<file path="src/fbp_pkg.sv">
package fbp_pkg;

  // Field widths of the request, response and configuration ports
  localparam int ACTION_W  = 3;
  localparam int INDEX_W   = 4;
  localparam int TOTAL_W   = 8;
  localparam int STATUS_W  = 3;
  localparam int READERS_W = 8;
  localparam int CFG_W     = 5;

  localparam logic [CFG_W-1:0] CFG_RESET = 5'd16;

  typedef enum logic [1:0] {
    ST_FREE    = 2'd0,
    ST_WRITING = 2'd1,
    ST_READING = 2'd2
  } entry_state_t;

  typedef enum logic [STATUS_W-1:0] {
    RS_OK       = 3'd0,
    RS_NOFREE   = 3'd1,
    RS_STATE    = 3'd2,
    RS_INDEX    = 3'd3,
    RS_OVERFLOW = 3'd4
  } status_t;

  typedef enum logic [ACTION_W-1:0] {
    ACT_ACQ_WRITE   = 3'd0,
    ACT_PUBLISH     = 3'd1,
    ACT_ACQ_CURRENT = 3'd2,
    ACT_JOIN        = 3'd3,
    ACT_RELEASE     = 3'd4
  } action_t;

  typedef enum logic {
    ALU_ADD = 1'b0,
    ALU_SUB = 1'b1
  } alu_op_t;

  typedef enum logic [2:0] {
    S_IDLE,
    S_START,
    S_MOD,
    S_SCAN,
    S_READ,
    S_EXEC,
    S_DONE
  } fsm_t;

  // Width of the shared ALU: pool count, size register and reader count all fit
  function automatic int alu_width(input int mb, input int rb);
    int nw;
    int cw;
    nw = $clog2(mb + 1);
    cw = (nw > CFG_W) ? nw : CFG_W;
    return (cw > rb) ? cw : rb;
  endfunction

endpackage

</file>
<file path="src/fbp_req_if.sv">
interface fbp_req_if;
  import fbp_pkg::*;

  logic                valid;
  logic                ready;
  logic [ACTION_W-1:0] action;
  logic [INDEX_W-1:0]  buffer_index;
  logic [TOTAL_W-1:0]  reader_total;

  modport source (output valid, output action, output buffer_index, output reader_total,
                  input ready);
  modport sink   (input valid, input action, input buffer_index, input reader_total,
                  output ready);
endinterface

</file>
<file path="src/fbp_rsp_if.sv">
interface fbp_rsp_if;
  import fbp_pkg::*;

  logic                 valid;
  logic                 ready;
  logic [INDEX_W-1:0]   granted_index;
  logic [STATUS_W-1:0]  status;
  logic [READERS_W-1:0] readers_after;

  modport source (output valid, output granted_index, output status, output readers_after,
                  input ready);
  modport sink   (input valid, input granted_index, input status, input readers_after,
                  output ready);
endinterface

</file>
<file path="src/fbp_alu.sv">
// Shared add/subtract unit: start index, modulo reduction, scan step,
// reader count increment and decrement all go through here.
module fbp_alu #(
  parameter int W = 8
) (
  input  logic [W-1:0]     a,
  input  logic [W-1:0]     b,
  input  fbp_pkg::alu_op_t op,
  output logic [W-1:0]     res,
  output logic             ge
);
  import fbp_pkg::*;

  logic [W:0] sum;

  // a + b, or a + ~b + 1; carry out of the subtract means a >= b
  always_comb begin
    if (op == ALU_SUB) begin
      sum = {1'b0, a} + {1'b0, ~b} + (W+1)'(1);
    end else begin
      sum = {1'b0, a} + {1'b0, b};
    end
  end

  assign res = sum[W-1:0];
  assign ge  = sum[W];
endmodule

</file>
<file path="src/fbp_entry_ram.sv">
// Entry store: state and reader count per buffer, one write and one
// registered read port. Per-entry valid flags make unwritten entries read
// as free with no readers straight after reset.
module fbp_entry_ram #(
  parameter int DEPTH = 16,
  parameter int RW    = 8
) (
  input  logic                     clk,
  input  logic                     rst,
  input  logic                     wr_en,
  input  logic [$clog2(DEPTH)-1:0] wr_addr,
  input  logic [1:0]               wr_state,
  input  logic [RW-1:0]            wr_readers,
  input  logic [$clog2(DEPTH)-1:0] rd_addr,
  output logic [1:0]               rd_state,
  output logic [RW-1:0]            rd_readers
);
  import fbp_pkg::*;

  logic [RW+1:0]    mem [DEPTH];
  logic [DEPTH-1:0] valid;
  logic [RW+1:0]    rd_q;
  logic             rd_vld;

  // data array
  always_ff @(posedge clk) begin
    if (wr_en) begin
      mem[wr_addr] <= {wr_state, wr_readers};
    end
    rd_q <= mem[rd_addr];
  end

  // written flags
  always_ff @(posedge clk) begin
    if (rst) begin
      valid  <= '0;
      rd_vld <= 1'b0;
    end else begin
      if (wr_en) begin
        valid[wr_addr] <= 1'b1;
      end
      rd_vld <= valid[rd_addr];
    end
  end

  assign rd_state   = rd_vld ? rd_q[RW+1:RW] : ST_FREE;
  assign rd_readers = rd_vld ? rd_q[RW-1:0]  : '0;
endmodule

</file>
<file path="src/fbp_seq.sv">
// Request sequencer: takes one request, runs the scan or the single-entry
// update through the entry store and the shared ALU, then holds the result
// in the response register.
module fbp_seq #(
  parameter int MAX_BUFFERS = 16,
  parameter int READER_BITS = 8
) (
  input  logic                                   clk,
  input  logic                                   rst,
  fbp_req_if.sink                                req,
  fbp_rsp_if.source                              rsp,
  input  logic [$clog2(MAX_BUFFERS+1)-1:0]       pool_n,
  output logic [$clog2(MAX_BUFFERS)-1:0]         ram_wr_addr,
  output logic                                   ram_wr_en,
  output logic [1:0]                             ram_wr_state,
  output logic [READER_BITS-1:0]                 ram_wr_readers,
  output logic [$clog2(MAX_BUFFERS)-1:0]         ram_rd_addr,
  input  logic [1:0]                             ram_rd_state,
  input  logic [READER_BITS-1:0]                 ram_rd_readers,
  output logic [fbp_pkg::alu_width(MAX_BUFFERS, READER_BITS)-1:0] alu_a,
  output logic [fbp_pkg::alu_width(MAX_BUFFERS, READER_BITS)-1:0] alu_b,
  output fbp_pkg::alu_op_t                       alu_op,
  input  logic [fbp_pkg::alu_width(MAX_BUFFERS, READER_BITS)-1:0] alu_res,
  input  logic                                   alu_ge
);
  import fbp_pkg::*;

  localparam int IW = $clog2(MAX_BUFFERS);
  localparam int NW = $clog2(MAX_BUFFERS + 1);
  localparam int RW = READER_BITS;
  localparam int UW = alu_width(MAX_BUFFERS, READER_BITS);
  localparam int GW = (IW > INDEX_W) ? IW : INDEX_W;
  localparam int TW = (RW > TOTAL_W) ? RW : TOTAL_W;
  localparam logic [RW-1:0] RMAX = '1;

  function automatic logic [INDEX_W-1:0] to_gi(input logic [IW-1:0] i);
    logic [GW-1:0] w;
    w = GW'(i);
    return w[INDEX_W-1:0];
  endfunction

  function automatic logic [READERS_W-1:0] to_rd(input logic [RW-1:0] r);
    logic [TW-1:0] w;
    w = TW'(r);
    return w[READERS_W-1:0];
  endfunction

  fsm_t                 state, state_next;
  logic [ACTION_W-1:0]  act;
  logic [INDEX_W-1:0]   bi;
  logic [TOTAL_W-1:0]   total;
  logic [IW-1:0]        cur, cur_next;
  logic [UW-1:0]        ptr, ptr_next;
  logic [NW-1:0]        issued, issued_next;
  logic                 pend, pend_next;
  logic [IW-1:0]        pend_idx, pend_idx_next;
  logic [INDEX_W-1:0]   res_gi, res_gi_next;
  status_t              res_st, res_st_next;
  logic [READERS_W-1:0] res_rd, res_rd_next;
  logic                 out_valid;
  logic [INDEX_W-1:0]   out_gi;
  status_t              out_st;
  logic [READERS_W-1:0] out_rd;

  logic                 accept;
  logic                 slot_free;
  logic                 hit;
  logic                 scan_end;
  logic [UW-1:0]        n_u;
  logic [UW-1:0]        bi_u;
  logic [UW-1:0]        cur_u;
  logic [GW-1:0]        bi_g;
  logic [IW-1:0]        tgt;
  logic [TW-1:0]        tot_t;
  logic                 tot_ovf;
  logic                 rd_full;
  logic [RW-1:0]        alu_rd;
  entry_state_t         rd_st;

  assign accept    = req.valid && req.ready;
  assign slot_free = !out_valid || rsp.ready;
  assign rd_st     = entry_state_t'(ram_rd_state);
  assign hit       = pend && (rd_st == ST_FREE);
  assign scan_end  = (issued == pool_n);
  assign n_u       = UW'(pool_n);
  assign bi_u      = UW'(bi);
  assign cur_u     = UW'(cur);
  assign bi_g      = GW'(bi);
  assign tgt       = bi_g[IW-1:0];
  assign tot_t     = TW'(total);
  assign tot_ovf   = tot_t > TW'(RMAX);
  assign rd_full   = (ram_rd_readers == RMAX);
  assign alu_rd    = alu_res[RW-1:0];

  // next state
  always_comb begin
    state_next = state;
    case (state)
      S_IDLE: begin
        if (req.valid) begin
          state_next = (action_t'(req.action) == ACT_ACQ_WRITE) ? S_START : S_READ;
        end
      end
      S_START: state_next = S_MOD;
      S_MOD: begin
        if (!alu_ge) begin
          state_next = S_SCAN;
        end
      end
      S_SCAN: begin
        if (hit || scan_end) begin
          state_next = S_DONE;
        end
      end
      S_READ: state_next = S_EXEC;
      S_EXEC: state_next = S_DONE;
      S_DONE: begin
        if (slot_free) begin
          state_next = S_IDLE;
        end
      end
      default: state_next = S_IDLE;
    endcase
  end

  // datapath and store control
  always_comb begin
    alu_a          = '0;
    alu_b          = '0;
    alu_op         = ALU_ADD;
    ram_wr_en      = 1'b0;
    ram_wr_addr    = tgt;
    ram_wr_state   = ST_FREE;
    ram_wr_readers = ram_rd_readers;
    ram_rd_addr    = tgt;
    cur_next       = cur;
    ptr_next       = ptr;
    issued_next    = issued;
    pend_next      = pend;
    pend_idx_next  = pend_idx;
    res_gi_next    = res_gi;
    res_st_next    = res_st;
    res_rd_next    = res_rd;
    case (state)
      S_IDLE: begin
        issued_next = '0;
        pend_next   = 1'b0;
      end
      // start index is current + 1
      S_START: begin
        alu_a    = cur_u;
        alu_b    = UW'(1);
        ptr_next = alu_res;
      end
      // reduce the start index modulo the pool size
      S_MOD: begin
        alu_a  = ptr;
        alu_b  = n_u;
        alu_op = ALU_SUB;
        if (alu_ge) begin
          ptr_next = alu_res;
        end
      end
      // one entry read per cycle; the previous read is checked meanwhile
      S_SCAN: begin
        alu_a       = ptr;
        alu_b       = UW'(1);
        ram_rd_addr = ptr[IW-1:0];
        if (hit) begin
          ram_wr_en    = 1'b1;
          ram_wr_addr  = pend_idx;
          ram_wr_state = ST_WRITING;
          res_gi_next  = to_gi(pend_idx);
          res_st_next  = RS_OK;
          res_rd_next  = to_rd(ram_rd_readers);
        end else if (scan_end) begin
          res_gi_next = to_gi(cur);
          res_st_next = RS_NOFREE;
          res_rd_next = '0;
        end else begin
          pend_next     = 1'b1;
          pend_idx_next = ptr[IW-1:0];
          ptr_next      = (alu_res == n_u) ? '0 : alu_res;
          issued_next   = issued + NW'(1);
        end
      end
      S_READ: begin
        ram_rd_addr = (action_t'(act) == ACT_ACQ_CURRENT) ? cur : tgt;
      end
      // single-entry update on the entry read in the previous cycle
      S_EXEC: begin
        alu_a       = UW'(ram_rd_readers);
        alu_b       = UW'(1);
        alu_op      = (action_t'(act) == ACT_RELEASE) ? ALU_SUB : ALU_ADD;
        res_gi_next = bi;
        res_rd_next = to_rd(ram_rd_readers);
        case (action_t'(act))
          ACT_PUBLISH: begin
            if (bi_u >= n_u) begin
              res_st_next = RS_INDEX;
              res_rd_next = '0;
            end else if (rd_st != ST_WRITING) begin
              res_st_next = RS_STATE;
            end else if (tot_ovf) begin
              res_st_next = RS_OVERFLOW;
            end else begin
              ram_wr_en      = 1'b1;
              ram_wr_state   = (total != '0) ? ST_READING : ST_FREE;
              ram_wr_readers = tot_t[RW-1:0];
              cur_next       = tgt;
              res_st_next    = RS_OK;
              res_rd_next    = total;
            end
          end
          ACT_ACQ_CURRENT: begin
            res_gi_next = to_gi(cur);
            ram_wr_addr = cur;
            if (cur_u >= n_u) begin
              res_st_next = RS_INDEX;
              res_rd_next = '0;
            end else if (rd_st != ST_FREE && rd_st != ST_READING) begin
              res_st_next = RS_STATE;
            end else if (rd_full) begin
              res_st_next = RS_OVERFLOW;
            end else begin
              ram_wr_en      = 1'b1;
              ram_wr_state   = ST_READING;
              ram_wr_readers = alu_rd;
              res_st_next    = RS_OK;
              res_rd_next    = to_rd(alu_rd);
            end
          end
          ACT_JOIN: begin
            if (bi_u >= n_u) begin
              res_st_next = RS_INDEX;
              res_rd_next = '0;
            end else if (rd_st != ST_READING) begin
              res_st_next = RS_STATE;
            end else if (rd_full) begin
              res_st_next = RS_OVERFLOW;
            end else begin
              ram_wr_en      = 1'b1;
              ram_wr_state   = ST_READING;
              ram_wr_readers = alu_rd;
              res_st_next    = RS_OK;
              res_rd_next    = to_rd(alu_rd);
            end
          end
          ACT_RELEASE: begin
            if (bi_u >= n_u) begin
              res_st_next = RS_INDEX;
              res_rd_next = '0;
            end else if (ram_rd_readers == '0) begin
              res_st_next = RS_STATE;
              res_rd_next = '0;
            end else begin
              ram_wr_en      = 1'b1;
              ram_wr_state   = (alu_rd == '0) ? ST_FREE : ram_rd_state;
              ram_wr_readers = alu_rd;
              res_st_next    = RS_OK;
              res_rd_next    = to_rd(alu_rd);
            end
          end
          default: begin
            // unknown action: nothing changes
            res_gi_next = to_gi(cur);
            res_st_next = RS_STATE;
            res_rd_next = '0;
          end
        endcase
      end
      default: begin
      end
    endcase
  end

  // control registers
  always_ff @(posedge clk) begin
    if (rst) begin
      state     <= S_IDLE;
      cur       <= '0;
      out_valid <= 1'b0;
    end else begin
      state <= state_next;
      cur   <= cur_next;
      if (state == S_DONE && slot_free) begin
        out_valid <= 1'b1;
      end else if (rsp.ready) begin
        out_valid <= 1'b0;
      end
    end
  end

  // payload registers
  always_ff @(posedge clk) begin
    if (accept) begin
      act   <= req.action;
      bi    <= req.buffer_index;
      total <= req.reader_total;
    end
    ptr      <= ptr_next;
    issued   <= issued_next;
    pend     <= pend_next;
    pend_idx <= pend_idx_next;
    res_gi   <= res_gi_next;
    res_st   <= res_st_next;
    res_rd   <= res_rd_next;
    if (state == S_DONE && slot_free) begin
      out_gi <= res_gi;
      out_st <= res_st;
      out_rd <= res_rd;
    end
  end

  assign req.ready         = (state == S_IDLE);
  assign rsp.valid         = out_valid;
  assign rsp.granted_index = out_gi;
  assign rsp.status        = out_st;
  assign rsp.readers_after = out_rd;

  // the store is only written from the scan or the update step
  a_write_state: assert property (@(posedge clk) disable iff (rst)
    ram_wr_en |-> (state == S_SCAN || state == S_EXEC))
    else $error("entry write outside scan or update");

  // the scan never reads more entries than the pool holds
  a_scan_bound: assert property (@(posedge clk) disable iff (rst)
    (state == S_SCAN) |-> (issued <= pool_n))
    else $error("scan ran past the pool");

  // an accepted request always starts work
  a_accept_busy: assert property (@(posedge clk) disable iff (rst)
    accept |=> (state != S_IDLE && !req.ready))
    else $error("request accepted but sequencer idle");

  // a finished result reaches the response register
  a_result_out: assert property (@(posedge clk) disable iff (rst)
    (state == S_DONE && slot_free) |=> (out_valid && state == S_IDLE))
    else $error("result not presented");

endmodule

</file>
<file path="src/frame_buffer_pool_manager_top.sv">
// Frame buffer pool manager. One request at a time; the next is taken the cycle after the
// result is registered. Publish, join, release and acquire-current: S_READ reads the entry,
// S_EXEC updates it and S_DONE registers the result. Acquire write: S_START forms current+1,
// S_MOD subtracts n until it is below n, then S_SCAN reads one entry per cycle from the entry
// store port until a free entry is found or n are read (n buffers in use). Synchronous reset:
// all buffers free, no readers, current index 0, 16 buffers in use.
module frame_buffer_pool_manager_top #(
  parameter int MAX_BUFFERS = 16,
  parameter int READER_BITS = 8
) (
  input  logic                      clk,
  input  logic                      rst,
  fbp_req_if.sink                   req,
  fbp_rsp_if.source                 rsp,
  input  logic                      cfg_we,
  input  logic [fbp_pkg::CFG_W-1:0] cfg_wdata
);
  import fbp_pkg::*;

  localparam int IW = $clog2(MAX_BUFFERS);
  localparam int NW = $clog2(MAX_BUFFERS + 1);
  localparam int CW = (NW > CFG_W) ? NW : CFG_W;
  localparam int RW = READER_BITS;
  localparam int UW = (CW > RW) ? CW : RW;

  logic [CFG_W-1:0] buffers_in_use;
  logic [CW-1:0]    cfg_u;
  logic [CW-1:0]    n_c;
  logic [NW-1:0]    pool_n;

  logic [IW-1:0]    wr_addr, rd_addr;
  logic             wr_en;
  logic [1:0]       wr_state, rd_state;
  logic [RW-1:0]    wr_readers, rd_readers;
  logic [UW-1:0]    alu_a, alu_b, alu_res;
  alu_op_t          alu_op;
  logic             alu_ge;

  // configuration register
  always_ff @(posedge clk) begin
    if (rst) begin
      buffers_in_use <= CFG_RESET;
    end else if (cfg_we) begin
      buffers_in_use <= cfg_wdata;
    end
  end

  // effective pool size, limited to 1..MAX_BUFFERS
  assign cfg_u = CW'(buffers_in_use);
  always_comb begin
    if (cfg_u == '0) begin
      n_c = CW'(1);
    end else if (cfg_u > CW'(MAX_BUFFERS)) begin
      n_c = CW'(MAX_BUFFERS);
    end else begin
      n_c = cfg_u;
    end
  end
  assign pool_n = n_c[NW-1:0];

  fbp_seq #(
    .MAX_BUFFERS (MAX_BUFFERS),
    .READER_BITS (READER_BITS)
  ) u_seq (
    .clk            (clk),
    .rst            (rst),
    .req            (req),
    .rsp            (rsp),
    .pool_n         (pool_n),
    .ram_wr_addr    (wr_addr),
    .ram_wr_en      (wr_en),
    .ram_wr_state   (wr_state),
    .ram_wr_readers (wr_readers),
    .ram_rd_addr    (rd_addr),
    .ram_rd_state   (rd_state),
    .ram_rd_readers (rd_readers),
    .alu_a          (alu_a),
    .alu_b          (alu_b),
    .alu_op         (alu_op),
    .alu_res        (alu_res),
    .alu_ge         (alu_ge)
  );

  fbp_entry_ram #(
    .DEPTH (MAX_BUFFERS),
    .RW    (READER_BITS)
  ) u_ram (
    .clk        (clk),
    .rst        (rst),
    .wr_en      (wr_en),
    .wr_addr    (wr_addr),
    .wr_state   (wr_state),
    .wr_readers (wr_readers),
    .rd_addr    (rd_addr),
    .rd_state   (rd_state),
    .rd_readers (rd_readers)
  );

  fbp_alu #(
    .W (UW)
  ) u_alu (
    .a   (alu_a),
    .b   (alu_b),
    .op  (alu_op),
    .res (alu_res),
    .ge  (alu_ge)
  );

endmodule

</file>
<file path="src/flat_wrapper.sv">
// flat-port wrapper written by rule: the top's interface ports become plain ports
module frame_buffer_pool_manager_top_flat import fbp_pkg::*;
#(
  parameter int MAX_BUFFERS = 16,
  parameter int READER_BITS = 8
)
  (clk, rst, cfg_we, cfg_wdata, req_valid, req_action, req_buffer_index, req_reader_total, req_ready, rsp_valid, rsp_granted_index, rsp_status, rsp_readers_after, rsp_ready);
  fbp_req_if req_i ();
  fbp_rsp_if rsp_i ();
  input  logic clk;
  input  logic rst;
  input  logic cfg_we;
  input  logic [fbp_pkg::CFG_W-1:0] cfg_wdata;
  input wire logic [$bits(req_i.valid)-1:0] req_valid;
  input wire logic [$bits(req_i.action)-1:0] req_action;
  input wire logic [$bits(req_i.buffer_index)-1:0] req_buffer_index;
  input wire logic [$bits(req_i.reader_total)-1:0] req_reader_total;
  output wire logic [$bits(req_i.ready)-1:0] req_ready;
  output wire logic [$bits(rsp_i.valid)-1:0] rsp_valid;
  output wire logic [$bits(rsp_i.granted_index)-1:0] rsp_granted_index;
  output wire logic [$bits(rsp_i.status)-1:0] rsp_status;
  output wire logic [$bits(rsp_i.readers_after)-1:0] rsp_readers_after;
  input wire logic [$bits(rsp_i.ready)-1:0] rsp_ready;
  assign req_i.valid = req_valid;
  assign req_i.action = req_action;
  assign req_i.buffer_index = req_buffer_index;
  assign req_i.reader_total = req_reader_total;
  assign req_ready = req_i.ready;
  assign rsp_valid = rsp_i.valid;
  assign rsp_granted_index = rsp_i.granted_index;
  assign rsp_status = rsp_i.status;
  assign rsp_readers_after = rsp_i.readers_after;
  assign rsp_i.ready = rsp_ready;
  frame_buffer_pool_manager_top #(.MAX_BUFFERS(MAX_BUFFERS), .READER_BITS(READER_BITS)) u_core (.clk(clk), .rst(rst), .req(req_i), .rsp(rsp_i), .cfg_we(cfg_we), .cfg_wdata(cfg_wdata));
endmodule
</file>
<file path="config.mk">
export PLATFORM = sky130hd
export DESIGN_NAME = frame_buffer_pool_manager_top_flat
export DESIGN_NICKNAME = d
export VERILOG_FILES = /design/src/fbp_pkg.sv /design/src/fbp_req_if.sv /design/src/fbp_rsp_if.sv /design/src/fbp_alu.sv /design/src/fbp_entry_ram.sv /design/src/fbp_seq.sv /design/src/frame_buffer_pool_manager_top.sv /design/src/flat_wrapper.sv
export SDC_FILE = /design/constraint.sdc
export NUM_CORES = 1
export LEC_CHECK = 0
export ABC_AREA = 1
export BUFFER_PORTS_ARGS = -buffer_cell sky130_fd_sc_hd__buf_2
export CORE_MARGIN = 2
export CORE_UTILIZATION = 50
export CTS_CLUSTER_SIZE = 20
export DETAILED_ROUTE_END_ITERATION = 7
export MAX_ROUTING_LAYER = met4
export PLACE_DENSITY = 0.69
export SLEW_MARGIN = 20
export SYNTH_ARGS = -nofsm -noshare
export SYNTH_HDL_FRONTEND = slang
export SYNTH_SLANG_ARGS = --single-unit
</file>
<file path="constraint.sdc">
create_clock -name clk -period 3.1 [get_ports clk]
set_input_delay 0.465 -clock clk [delete_from_list [all_inputs] [get_ports clk]]
set_output_delay 0.465 -clock clk [all_outputs]
set_load 0.01 [all_outputs]
</file>
==> results.yml, run 1 <==
run_status:
  outcome: "complete, but fails checks"
  violations: "negative setup slack"
placement:
  place.gp.congestion: 0.973
  pre_cts_ws_ps: -490
  portBuffers: 41
  dp_hpwl_microns: 24900
drt:
  drtPass1Iterations: 6
  drt_iter0_drc: 1129
  antenna_left: 0
  wl_per_cell_microns: 18.7
  drc: 0
  vias: 10600
  viasPerCell: 5.53
  wirelength_microns: 35700
global_routing:
  grt_pass1_vias: 10300
  antenna_found_initial: 0
  grt_pass1_wl_microns: 55900
  grt_remaining_overflow: 0
  grt_use_total: 0.265
  grt_max_degree: 81
floorplanning:
  num_io_pins: 42
  core_sq_um: 25800
  initial_core_util: 0.505
  rows: 59
  fp.dieW_microns: 166
  die_h_microns: 166
  fp.dieArea_sq_um: 27400
synth:
  synth_edf_count: 223
  synth_area_sq_um: 13100
  syn_avg_cell_area_sq_um: 9.60
  syn_inst: 1360
  ys.flop_type: "edfxtp_1"
  async_flop_share: 0
  ys_seq_elements: 263
  ys_types: 53
  ys_warn_count: 0
  yosysSeqAreaShare: 0.574
  synth_nets: 1406
critical_path:
  start_kind: "register"
  cp_slowest_cell: "fa_2"
  path_class: "reg2reg"
  cpMostUsedCell: "nand3_2"
  arrival_ps: 3540
  worstSetupEndpointType: "register"
  crit_required_ps: 3400
  slowest_delay_ps: 380
  cp_cell_sequence: "inv_2, buf_6, nand3_4, nor2_4, a21oi_2, o21a_1, buf_6, ha_4, inv_2, fa_2, nand3_2, nand3_2, xor2_1, nand2_1, nand2_4, nand4_1, nor2_1, nand4_1, nand3_2, o21ai_4, clkbuf_16"
  timing.critical_path.fanout_max: 8
sta:
  slew_violations: 0
  min_period_over_period: 1.04
  worst_clock_skew_ps: 18.2
  max_freq_mhz: 309
  setup_violations: 89
  setup_ws_ps: -134
  hold_viol_final: 0
  finalCriticalPeriod_ps: 3230
  rsz0062_at_grt: "yes"
  relSlewSlack: 0.484
  holdWs_ps: 80.9
  worst_slew_pin_slew_ps: 773
final_layout:
  fillers: 2073
  nets: 1601
  antenna_cells: 0
  drive_gt1_frac: 0.253
  area_delta_synth_final_pct: 25.4
cts:
  ctsHtreeMaxLevel: 1
  path_clk_slew_ps: 60
  cts_sinks: 263
  cts_buffers: 27
  cts_max_path_buffers: 3
  cts_tree: "built"
  cts-hold-fix-buffers: 0
  worstSkewPairLatency_ps: 560
  ctsRootBufferMaster: "clkbuf_16"
power:
  total_power_mw: 14.2
  irDropWorstVdd_v: 0.000588
  p_leak_nw: 6.71
  power_density_nw_per_um2: 864
hold_path:
  hold_path_class: "in2reg"
flow_run:
  drv_cap: 0
[per-stage QoR]
step / cells / setup TNS, ps / area [sq um] / utilization
final: 1911 / -7900 / 16400 / 0.634
after CTS: 1907 / -1010 / 16100 / 0.625
after floorplan: 1360 / 0 / 13100 / -
after detailed placement: 1835 / -64110 / 14800 / 0.573
after global routing: 1911 / -31850 / 16400 / 0.634
after global placement: 1835 / -38980 / 14800 / 0.573
[flip-flops by register name, indices dropped and copies added (netlist names)]
register,count
u_core.u_ram.mem,160
u_core.u_ram.valid,16
u_core.u_ram.rd_q,10
u_core.u_seq.ptr,8
u_core.u_seq.res_rd,8
u_core.u_seq.rsp.readers_after,8
u_core.u_seq.tot_t,8
u_core.buffers_in_use,5
u_core.u_seq.issued,5
u_core.u_seq.bi,4
u_core.u_seq.cur,4
u_core.u_seq.pend_idx,4
u_core.u_seq.res_gi,4
u_core.u_seq.rsp.granted_index,4
u_core.u_seq.act,3
u_core.u_seq.res_st,3
u_core.u_seq.rsp.status,3
u_core.u_seq.state,3
u_core.u_ram.rd_vld,1
u_core.u_seq.pend,1
u_core.u_seq.rsp.valid,1
[final cells by class]
class                           instances  area [sq um]  share of cell area
Inverter                              212           796              0.0486
Timing Repair Buffer                  218          1930               0.118
Tap cell                              335           419              0.0256
Multi-Input combinational cell        833          4890               0.298
Clock inverter                         11          76.3             0.00466
Sequential cell                       263          7500               0.458
Clock buffer                           39           771              0.0470
[cells in the final DEF (no fill, tap or decap), types with 5 or more instances in the layout]
cell | synthesis | layout
o221ai_1 | 6 | 6
nor2_1 | 84 | 73
a21oi_2 | 2 | 9
buf_2 | 13 | 41
clkbuf_8 | 0 | 5
clkbuf_1 | 24 | 7
nor2_4 | 4 | 9
o211ai_1 | 73 | 73
ha_1 | 19 | 15
nand3_2 | 3 | 11
o21ai_2 | 3 | 8
clkbuf_16 | 0 | 28
xor2_1 | 6 | 6
buf_6 | 10 | 14
buf_12 | 0 | 26
nor2_2 | 1 | 7
nand2_4 | 1 | 6
nand2_1 | 251 | 225
inv_2 | 18 | 26
nand3_1 | 127 | 118
buf_4 | 4 | 136
o21ai_1 | 20 | 22
nand2_2 | 8 | 29
dfxtp_1 | 40 | 37
nand4_1 | 23 | 23
inv_1 | 194 | 186
o22ai_1 | 5 | 5
o21ai_0 | 63 | 53
a21oi_4 | 0 | 5
a21oi_1 | 83 | 71
edfxtp_1 | 223 | 223
[synth_stat cells, types with 4 or more instances]
library cell / count / share of area
nand4_1: 23 / 0.011
nor2_1: 84 / 0.024
buf_6: 10 / 0.0086
xnor2_1: 4 / 0.0027
o211ai_1: 73 / 0.042
inv_1: 194 / 0.056
a22oi_1: 5 / 0.0029
nor4_1: 4 / 0.0019
xor2_1: 6 / 0.0040
nand3_1: 127 / 0.049
a21oi_1: 83 / 0.032
nand2_2: 8 / 0.0038
inv_2: 18 / 0.0052
ha_1: 19 / 0.018
buf_2: 13 / 0.0050
o221ai_1: 6 / 0.0040
o21ai_1: 20 / 0.0077
nor3_1: 6 / 0.0023
dfxtp_1: 40 / 0.061
clkbuf_1: 24 / 0.0069
nor2_4: 4 / 0.0034
edfxtp_1: 223 / 0.51
o22ai_1: 5 / 0.0024
o21ai_0: 63 / 0.024
buf_4: 4 / 0.0023
nand2_1: 251 / 0.072
[per-layer routing]
layer / vias to the layer above / track usage / routed length [microns] / share of wire
met1: 4970 / 0.340 / 14800 / 0.41
met4: 0 / 0.103 / 1470 / 0.041
li1: 5100 / - / - / -
met5: - / - / 0 / 0
met3: 98 / 0.0344 / 2360 / 0.066
met2: 401 / 0.430 / 17100 / 0.48
[worst max-delay path, delay by kind of cell (launching register included)]
family          cells  cell delay [ps]
flops               1              330
xor+xnor            1              170
compound gates      3              430
fa+ha+maj           2              500
buf+inv             5              500
simple gates       10             1030
[where the power goes]
| part | internal [mW] | switching [mW] | leakage (nW) |
|---|---|---|---|
| clock network | 1.73 | 1.35 | 0.404 |
| logic | 2.39 | 4.09 | 3.97 |
| registers | 4.39 | 0.207 | 2.34 |
[repair_timing]
| action | CTS | global route |
|---|---|---|
| endpoints found under the hold margin | 0 | 0 |
| pin swaps | 29 | 21 |
| gates cloned | 2 | 1 |
| endpoints found under the setup margin | 339 | 341 |
| buffers inserted | 22 | 4 |
| gates resized for setup | 80 | 46 |
[final timing paths]
check	slack [ps]	to	startpoint	depth (start not counted)
min	80	u_core.u_seq.tot_t[7]	req_reader_total[7]	1
max	-130	u_core.u_ram.mem[2][8]	u_core.u_seq.state[1]	21
min reg2reg	410	u_core.u_seq.rsp.status[0]	u_core.u_seq.res_st[0]	0
max reg2reg	-130	u_core.u_ram.mem[2][8]	u_core.u_seq.state[1]	21
[kinds of logic (layout without fill, tap and decap cells)]
logic type / Yosys count / after routing / synth area share
AND/OR/NAND/NOR: 523 / 523 / 0.181
adder cells (fa/ha/maj): 21 / 21 / 0.0213
flip-flops: 263 / 263 / 0.574
buffers and inverters: 264 / 480 / 0.0840
AO/OA/AOI/OAI: 279 / 279 / 0.133
XOR/XNOR: 10 / 10 / 0.00671
Note: power is estimated with default switching activity, not from simulation.
==> run 2, diff against run 1 <==
- BUFFER_PORTS_ARGS: -buffer_cell sky130_fd_sc_hd__buf_2 -> -buffer_cell sky130_fd_sc_hd__buf_4
- CAP_MARGIN: default -> 40
- SLEW_MARGIN: 20 -> default
==> run 2 against run 1 <==
  * The flow still finishes with violations (negative setup slack)
  * Die area is the same
  * Clock skew rose by 18 ps
  * Critical path type unchanged
  * Sequential share of layout area down 0.32 points
==> results.yml, run 2 (synthesis results as in run 1) <==
hold_path:
  hold_path_class: "in2reg"
  whs_path_depth: 1
  min_from: "req_buffer_index[3]"
  worstHoldEndpoint: "u_core.u_seq.bi[3]"
critical_path:
  r2r_start: "u_core.u_seq.state[1]"
  critPathTopFamily: "buffers and inverters"
  r2r_slack_ps: -90
  cp_num_cells: 19
  path_class: "reg2reg"
  rr_worst_depth: 19
  arrival_ps: 3510
  start_kind: "register"
  cpMostUsedCell: "inv_2"
  timing.critical_path.fanout_max: 16
  cp_cell_sequence: "inv_2, buf_12, nand2_2, nor2_4, inv_2, o21a_1, buf_6, ha_4, inv_2, fa_2, o21ai_4, buf_6, buf_4, nand4_1, nor2_1, nand4_1, nand3_2, o21ai_4, buf_12"
  worstSetupEndpointType: "register"
  cp_slowest_cell: "fa_2"
  crit_required_ps: 3420
  slowest_delay_ps: 460
  path_buf_inv: 8
  reg2reg_to: "u_core.u_ram.mem[8][8]"
cts:
  path_clk_slew_ps: 60
  cts_tree: "built"
  ctsRootBufferMaster: "clkbuf_16"
  cts_max_path_buffers: 3
  worstSkewPairLatency_ps: 570
  cts_sinks: 263
  ctsHtreeMaxLevel: 1
  cts_buffers: 28
  cts-hold-fix-buffers: 0
floorplanning:
  fp.dieArea_sq_um: 27400
  rows: 59
  core_sq_um: 25800
  fp.dieW_microns: 166
  initial_core_util: 0.505
  die_h_microns: 166
  num_io_pins: 42
run_status:
  violations: "negative setup slack"
  outcome: "complete, but fails checks"
global_routing:
  grt_remaining_overflow: 0
  grt_pass1_vias: 10600
  antenna_found_initial: 0
  grt_pass1_wl_microns: 58200
  grt_max_degree: 99
  grt_use_total: 0.277
sta:
  finalCriticalPeriod_ps: 3190
  slew_violations: 0
  rsz0062_at_grt: "yes"
  setup_violations: 75
  min_period_over_period: 1.03
  max_freq_mhz: 313
  setup_tns_ps: -3140
  setup_ws_ps: -92.7
  hold_viol_final: 0
  worst_slew_pin_slew_ps: 616
  worst_clock_skew_ps: 36.3
  relSlewSlack: 0.586
final_layout:
  nets: 1606
  area_delta_synth_final_pct: 26.3
  finalNonFillerCells: 1917
  layout_commonest_cell: "nand2_1"
  regMostFlops: "u_core.u_ram.mem"
  final_area_sq_um: 16500
  antenna_cells: 0
  fillers: 2071
  drive_gt1_frac: 0.239
  reg_top3: "u_core.u_ram.mem (160), u_core.u_ram.valid (16), u_core.u_ram.rd_q (10)"
  layout_common_cells: "nand2_1, edfxtp_1, buf_4, inv_1, nand3_1"
  largest_reg_flops: 160
drt:
  drtPass1Iterations: 5
  viasPerCell: 5.57
  vias: 10700
  drt_iter0_drc: 991
  antenna_left: 0
  wl_per_cell_microns: 19.1
  drc: 0
  wirelength_microns: 36500
placement:
  portBuffers: 41
  place_area_sq_um: 15000
  dpl.cell_count: 1842
  dp_hpwl_microns: 25600
  place.gp.congestion: 1.02
  pre_cts_ws_ps: -377
power:
  swShare: 0.392
  p_leak_nw: 6.78
  seq_power_share: 0.317
  irDropWorstVdd_v: 0.000479
  p_int_mw: 8.87
  power_density_nw_per_um2: 883
  clkPwrFrac: 0.230
  power.switching_mw: 5.71
  total_power_mw: 14.6
  p_comb_frac: 0.453
flow_run:
  drv_cap: 0
-- run 2: layout make-up --
| cell class | count | area, sq um | area share |
|---|---|---|---|
| Clock buffer | 35 | 727 | 0.0441 |
| Clock inverter | 17 | 203 | 0.0123 |
| Inverter | 212 | 796 | 0.0482 |
| Multi-Input combinational cell | 833 | 4770 | 0.289 |
| Sequential cell | 263 | 7500 | 0.455 |
| Tap cell | 335 | 419 | 0.0254 |
| Timing Repair Buffer | 222 | 2080 | 0.126 |
-- run 2: worst max path at each step --
stage,startpoint,endpoint,slack (ps)
6_report,u_core.u_seq.state[1],u_core.u_ram.mem[8][8],-90
3_3_place_gp,u_core.u_seq.state[1],u_core.u_ram.mem[1][8],-250
2_1_floorplan,u_core.u_seq.state[1],u_core.u_ram.mem[0][7],3
4_1_cts,u_core.u_seq.state[1],u_core.u_seq.ptr[1],-20
3_5_place_dp,u_core.u_seq.state[1],u_core.u_ram.mem[0][8],-380
5_1_grt,u_core.buffers_in_use[0],u_core.u_seq.res_rd[6],-230
-- run 2: repair_timing --
item                                    4_1_cts  5_1_grt
endpoints found under the setup margin      313      346
cloned                                        1        0
gates resized for setup                      61       32
buffers inserted                             20        4
pin swaps                                    20       17
-- run 2: routing by layer --
metal	GRT usage	part of all wire	vias up
li1	-	-	5119
met1	0.349	0.41	5048
met2	0.448	0.48	395
met3	0.0387	0.063	112
met4	0.126	0.051	0
met5	-	0	-
-- run 2: through the flow --
stage | utilization | hold slack, ps
global placement | 0.580 | 401
finish | 0.639 | 71.1
detailed placement | 0.581 | 405
floorplan | - | 400
CTS | 0.635 | 54.0
global route | 0.639 | 50.8
-- run 2: power by group through the flow --
| stage | clock (mW) | sequential, mW | combinational (mW) |
|---|---|---|---|
| 2_1_floorplan | 0 | 4.63 | 3.75 |
| 3_3_place_gp | 0 | 4.66 | 5.86 |
| 3_5_place_dp | 0 | 4.67 | 6.01 |
| 4_1_cts | 3.41 | 4.60 | 6.46 |
| 5_1_grt | 3.57 | 4.64 | 7.26 |
| 6_report | 3.35 | 4.62 | 6.61 |
==> run 3, diff against run 2 <==
- BUFFER_PORTS_ARGS: -buffer_cell sky130_fd_sc_hd__buf_4 -> -buffer_cell sky130_fd_sc_hd__clkbuf_2
- CTS_CLUSTER_DIAMETER: default -> 60
==> run 3 against run 2 <==
  * The run still ends with negative setup slack left
  * Combinational power up 0.6%
  * Sequential share of layout area up 0.24 points
  * Register-to-register slack worse by 100 ps
  * Largest cell class unchanged
  * Non-clock buffer count up 4
  * Critical path type unchanged
==> results.yml, run 3 (synthesis results as in run 1) <==
run_status:
  outcome: "complete, but fails checks"
  violations: "negative setup slack"
sta:
  max_freq_mhz: 303
  rsz0062_at_grt: "yes"
  worst_clock_skew_ps: 28.9
  worst_slew_pin_slew_ps: 599
  hold_viol_final: 0
  min_period_over_period: 1.06
  holdWs_ps: 90.6
  relSlewSlack: 0.600
  setup_ws_ps: -197
  slew_violations: 0
  finalCriticalPeriod_ps: 3300
  setup_violations: 192
global_routing:
  grt_remaining_overflow: 0
  grtUsageMet1: 0.350
  grt_pass1_vias: 10200
  met3_usage: 0.0337
  antenna_found_initial: 0
  grt_pass1_wl_microns: 56600
  grt_use_total: 0.270
  grt_use_met2: 0.439
  grt_max_degree: 91
  busiest_layer: "met2"
final_layout:
  reg_top3: "u_core.u_ram.mem (160), u_core.u_ram.valid (16), u_core.u_ram.rd_q (10)"
  regMostFlops: "u_core.u_ram.mem"
  nets: 1607
  antenna_cells: 0
  area_delta_synth_final_pct: 25.6
  final_area_sq_um: 16400
  drive_gt1_frac: 0.251
  layout_common_cells: "nand2_1, edfxtp_1, inv_1, buf_4, nand3_1"
  layout_commonest_cell: "nand2_1"
  largest_reg_flops: 160
floorplanning:
  fp.dieW_microns: 166
  initial_core_util: 0.505
  core_sq_um: 25800
  rows: 59
  die_h_microns: 166
  fp.dieArea_sq_um: 27400
  num_io_pins: 42
cts:
  cts_tree: "built"
  worstSkewPairLatency_ps: 560
  ctsRootBufferMaster: "clkbuf_16"
  cts_sinks: 263
  cts_buffers: 24
  path_clk_slew_ps: 70
  ctsHtreeMaxLevel: 1
  cts_max_path_buffers: 3
placement:
  portBuffers: 41
  dp_hpwl_microns: 25100
  place_area_sq_um: 14900
  place.gp.congestion: 0.966
critical_path:
  arrival_ps: 3600
  slowest_delay_ps: 360
  worstSetupEndpointType: "register"
  start_kind: "register"
  cp_slowest_cell: "fa_2"
  crit_required_ps: 3410
  cp_cell_sequence: "inv_2, buf_6, nand3_4, buf_6, nor2_2, a21oi_1, o21a_1, buf_6, ha_4, inv_4, fa_2, nand3_2, nand3_2, xor2_1, nand2_1, nand2_2, buf_4, nand4_1, nor2_1, nand4_1, nand3_2, o21ai_4, buf_12"
  r2r_slack_ps: -200
  timing.critical_path.fanout_max: 16
  reg2reg_to: "u_core.u_ram.mem[7][8]"
  path_class: "reg2reg"
  rr_worst_depth: 23
  r2r_start: "u_core.u_seq.state[1]"
drt:
  drt_iter0_drc: 1043
  wl_per_cell_microns: 19.2
  viasPerCell: 5.61
  wirelength_microns: 36800
  drc: 0
  vias: 10700
  drtPass1Iterations: 5
  antenna_left: 0
flow_run:
  drv_cap: 0
hold_path:
  worstHoldEndpoint: "u_core.u_seq.bi[3]"
  min_from: "req_buffer_index[3]"
  hold_path_class: "in2reg"
  whs_path_depth: 1
power:
  irDropWorstVdd_v: 0.000572
  p_leak_nw: 6.74
  power_density_nw_per_um2: 871
## run 3: cell types whose count changed in the layout (fill, tap and decap cells not counted), sizes merged
cell | previous run | this run
a21oi | 85 | 86
bufinv | 4 | 0
clkinvlp | 0 | 2
clkinv | 13 | 6
inv | 212 | 222
buf | 222 | 184
clkbuf | 35 | 68
## run 3: worst max-delay path by stage
stage                                     start                endpoint  slack (ps)
after global routing      u_core.u_seq.state[1]  u_core.u_ram.mem[5][2]        -380
after detailed placement  u_core.u_seq.state[1]  u_core.u_ram.mem[0][8]        -430
after global placement    u_core.u_seq.state[1]  u_core.u_ram.mem[8][8]        -370
after floorplan           u_core.u_seq.state[1]  u_core.u_ram.mem[0][7]           3
final                     u_core.u_seq.state[1]  u_core.u_ram.mem[7][8]        -200
after CTS                 u_core.u_seq.state[1]     u_core.u_seq.ptr[1]        -110
## run 3: through the flow
step                std cells  setup TNS, ps  setup WS (ps)  total power [mW]   util
floorplan                1360              0           3.07              8.39      -
global placement         1841         -43110           -366              10.5  0.576
detailed placement       1842         -65050           -426              10.6  0.577
CTS                      1906          -4870           -114              14.0  0.625
global route             1914         -60340           -380              15.1  0.635
finish                   1914         -15560           -197              14.3  0.635
## run 3: report_power, final
part	internal [mW]	switching, mW
Combinational	2.49	4.16
Clock	1.54	1.51
Sequential	4.38	0.204
Total	8.41	5.88
## run 3: what timing repair did
item | in CTS | in global routing
hold buffers | 0 | 0
endpoints found under the setup margin | 314 | 336
pin swaps | 24 | 24
setup buffers | 20 | 7
resized for setup | 55 | 49
hold endpoints to repair | 0 | 0
gates cloned | 0 | 2
## run 3: critical path, delay by kind of cell (launching register included)
family | cells | cell delay [ps]
XOR/XNOR | 1 | 170
AO/OA/AOI/OAI | 3 | 370
flip-flops | 1 | 340
AND/OR/NAND/NOR | 10 | 970
adder cells (fa/ha/maj) | 2 | 490
buffers and inverters | 7 | 700
## run 3: layout make-up
cell class	instances	area [sq um]
clock buffers	26	608
fillers	2083	9430
multi-input cells	834	4840
inverters	212	798
flip-flops and latches	263	7500
clock inverters	18	218
well taps	335	419
repair buffers	226	2020
## run 3: routing by layer
layer	share of wire	up-vias	wire (microns)
met5	0	-	0
met3	0.063	95	2320
met4	0.039	0	1430
li1	-	5123	-
met2	0.48	436	17800
met1	0.41	5091	15300
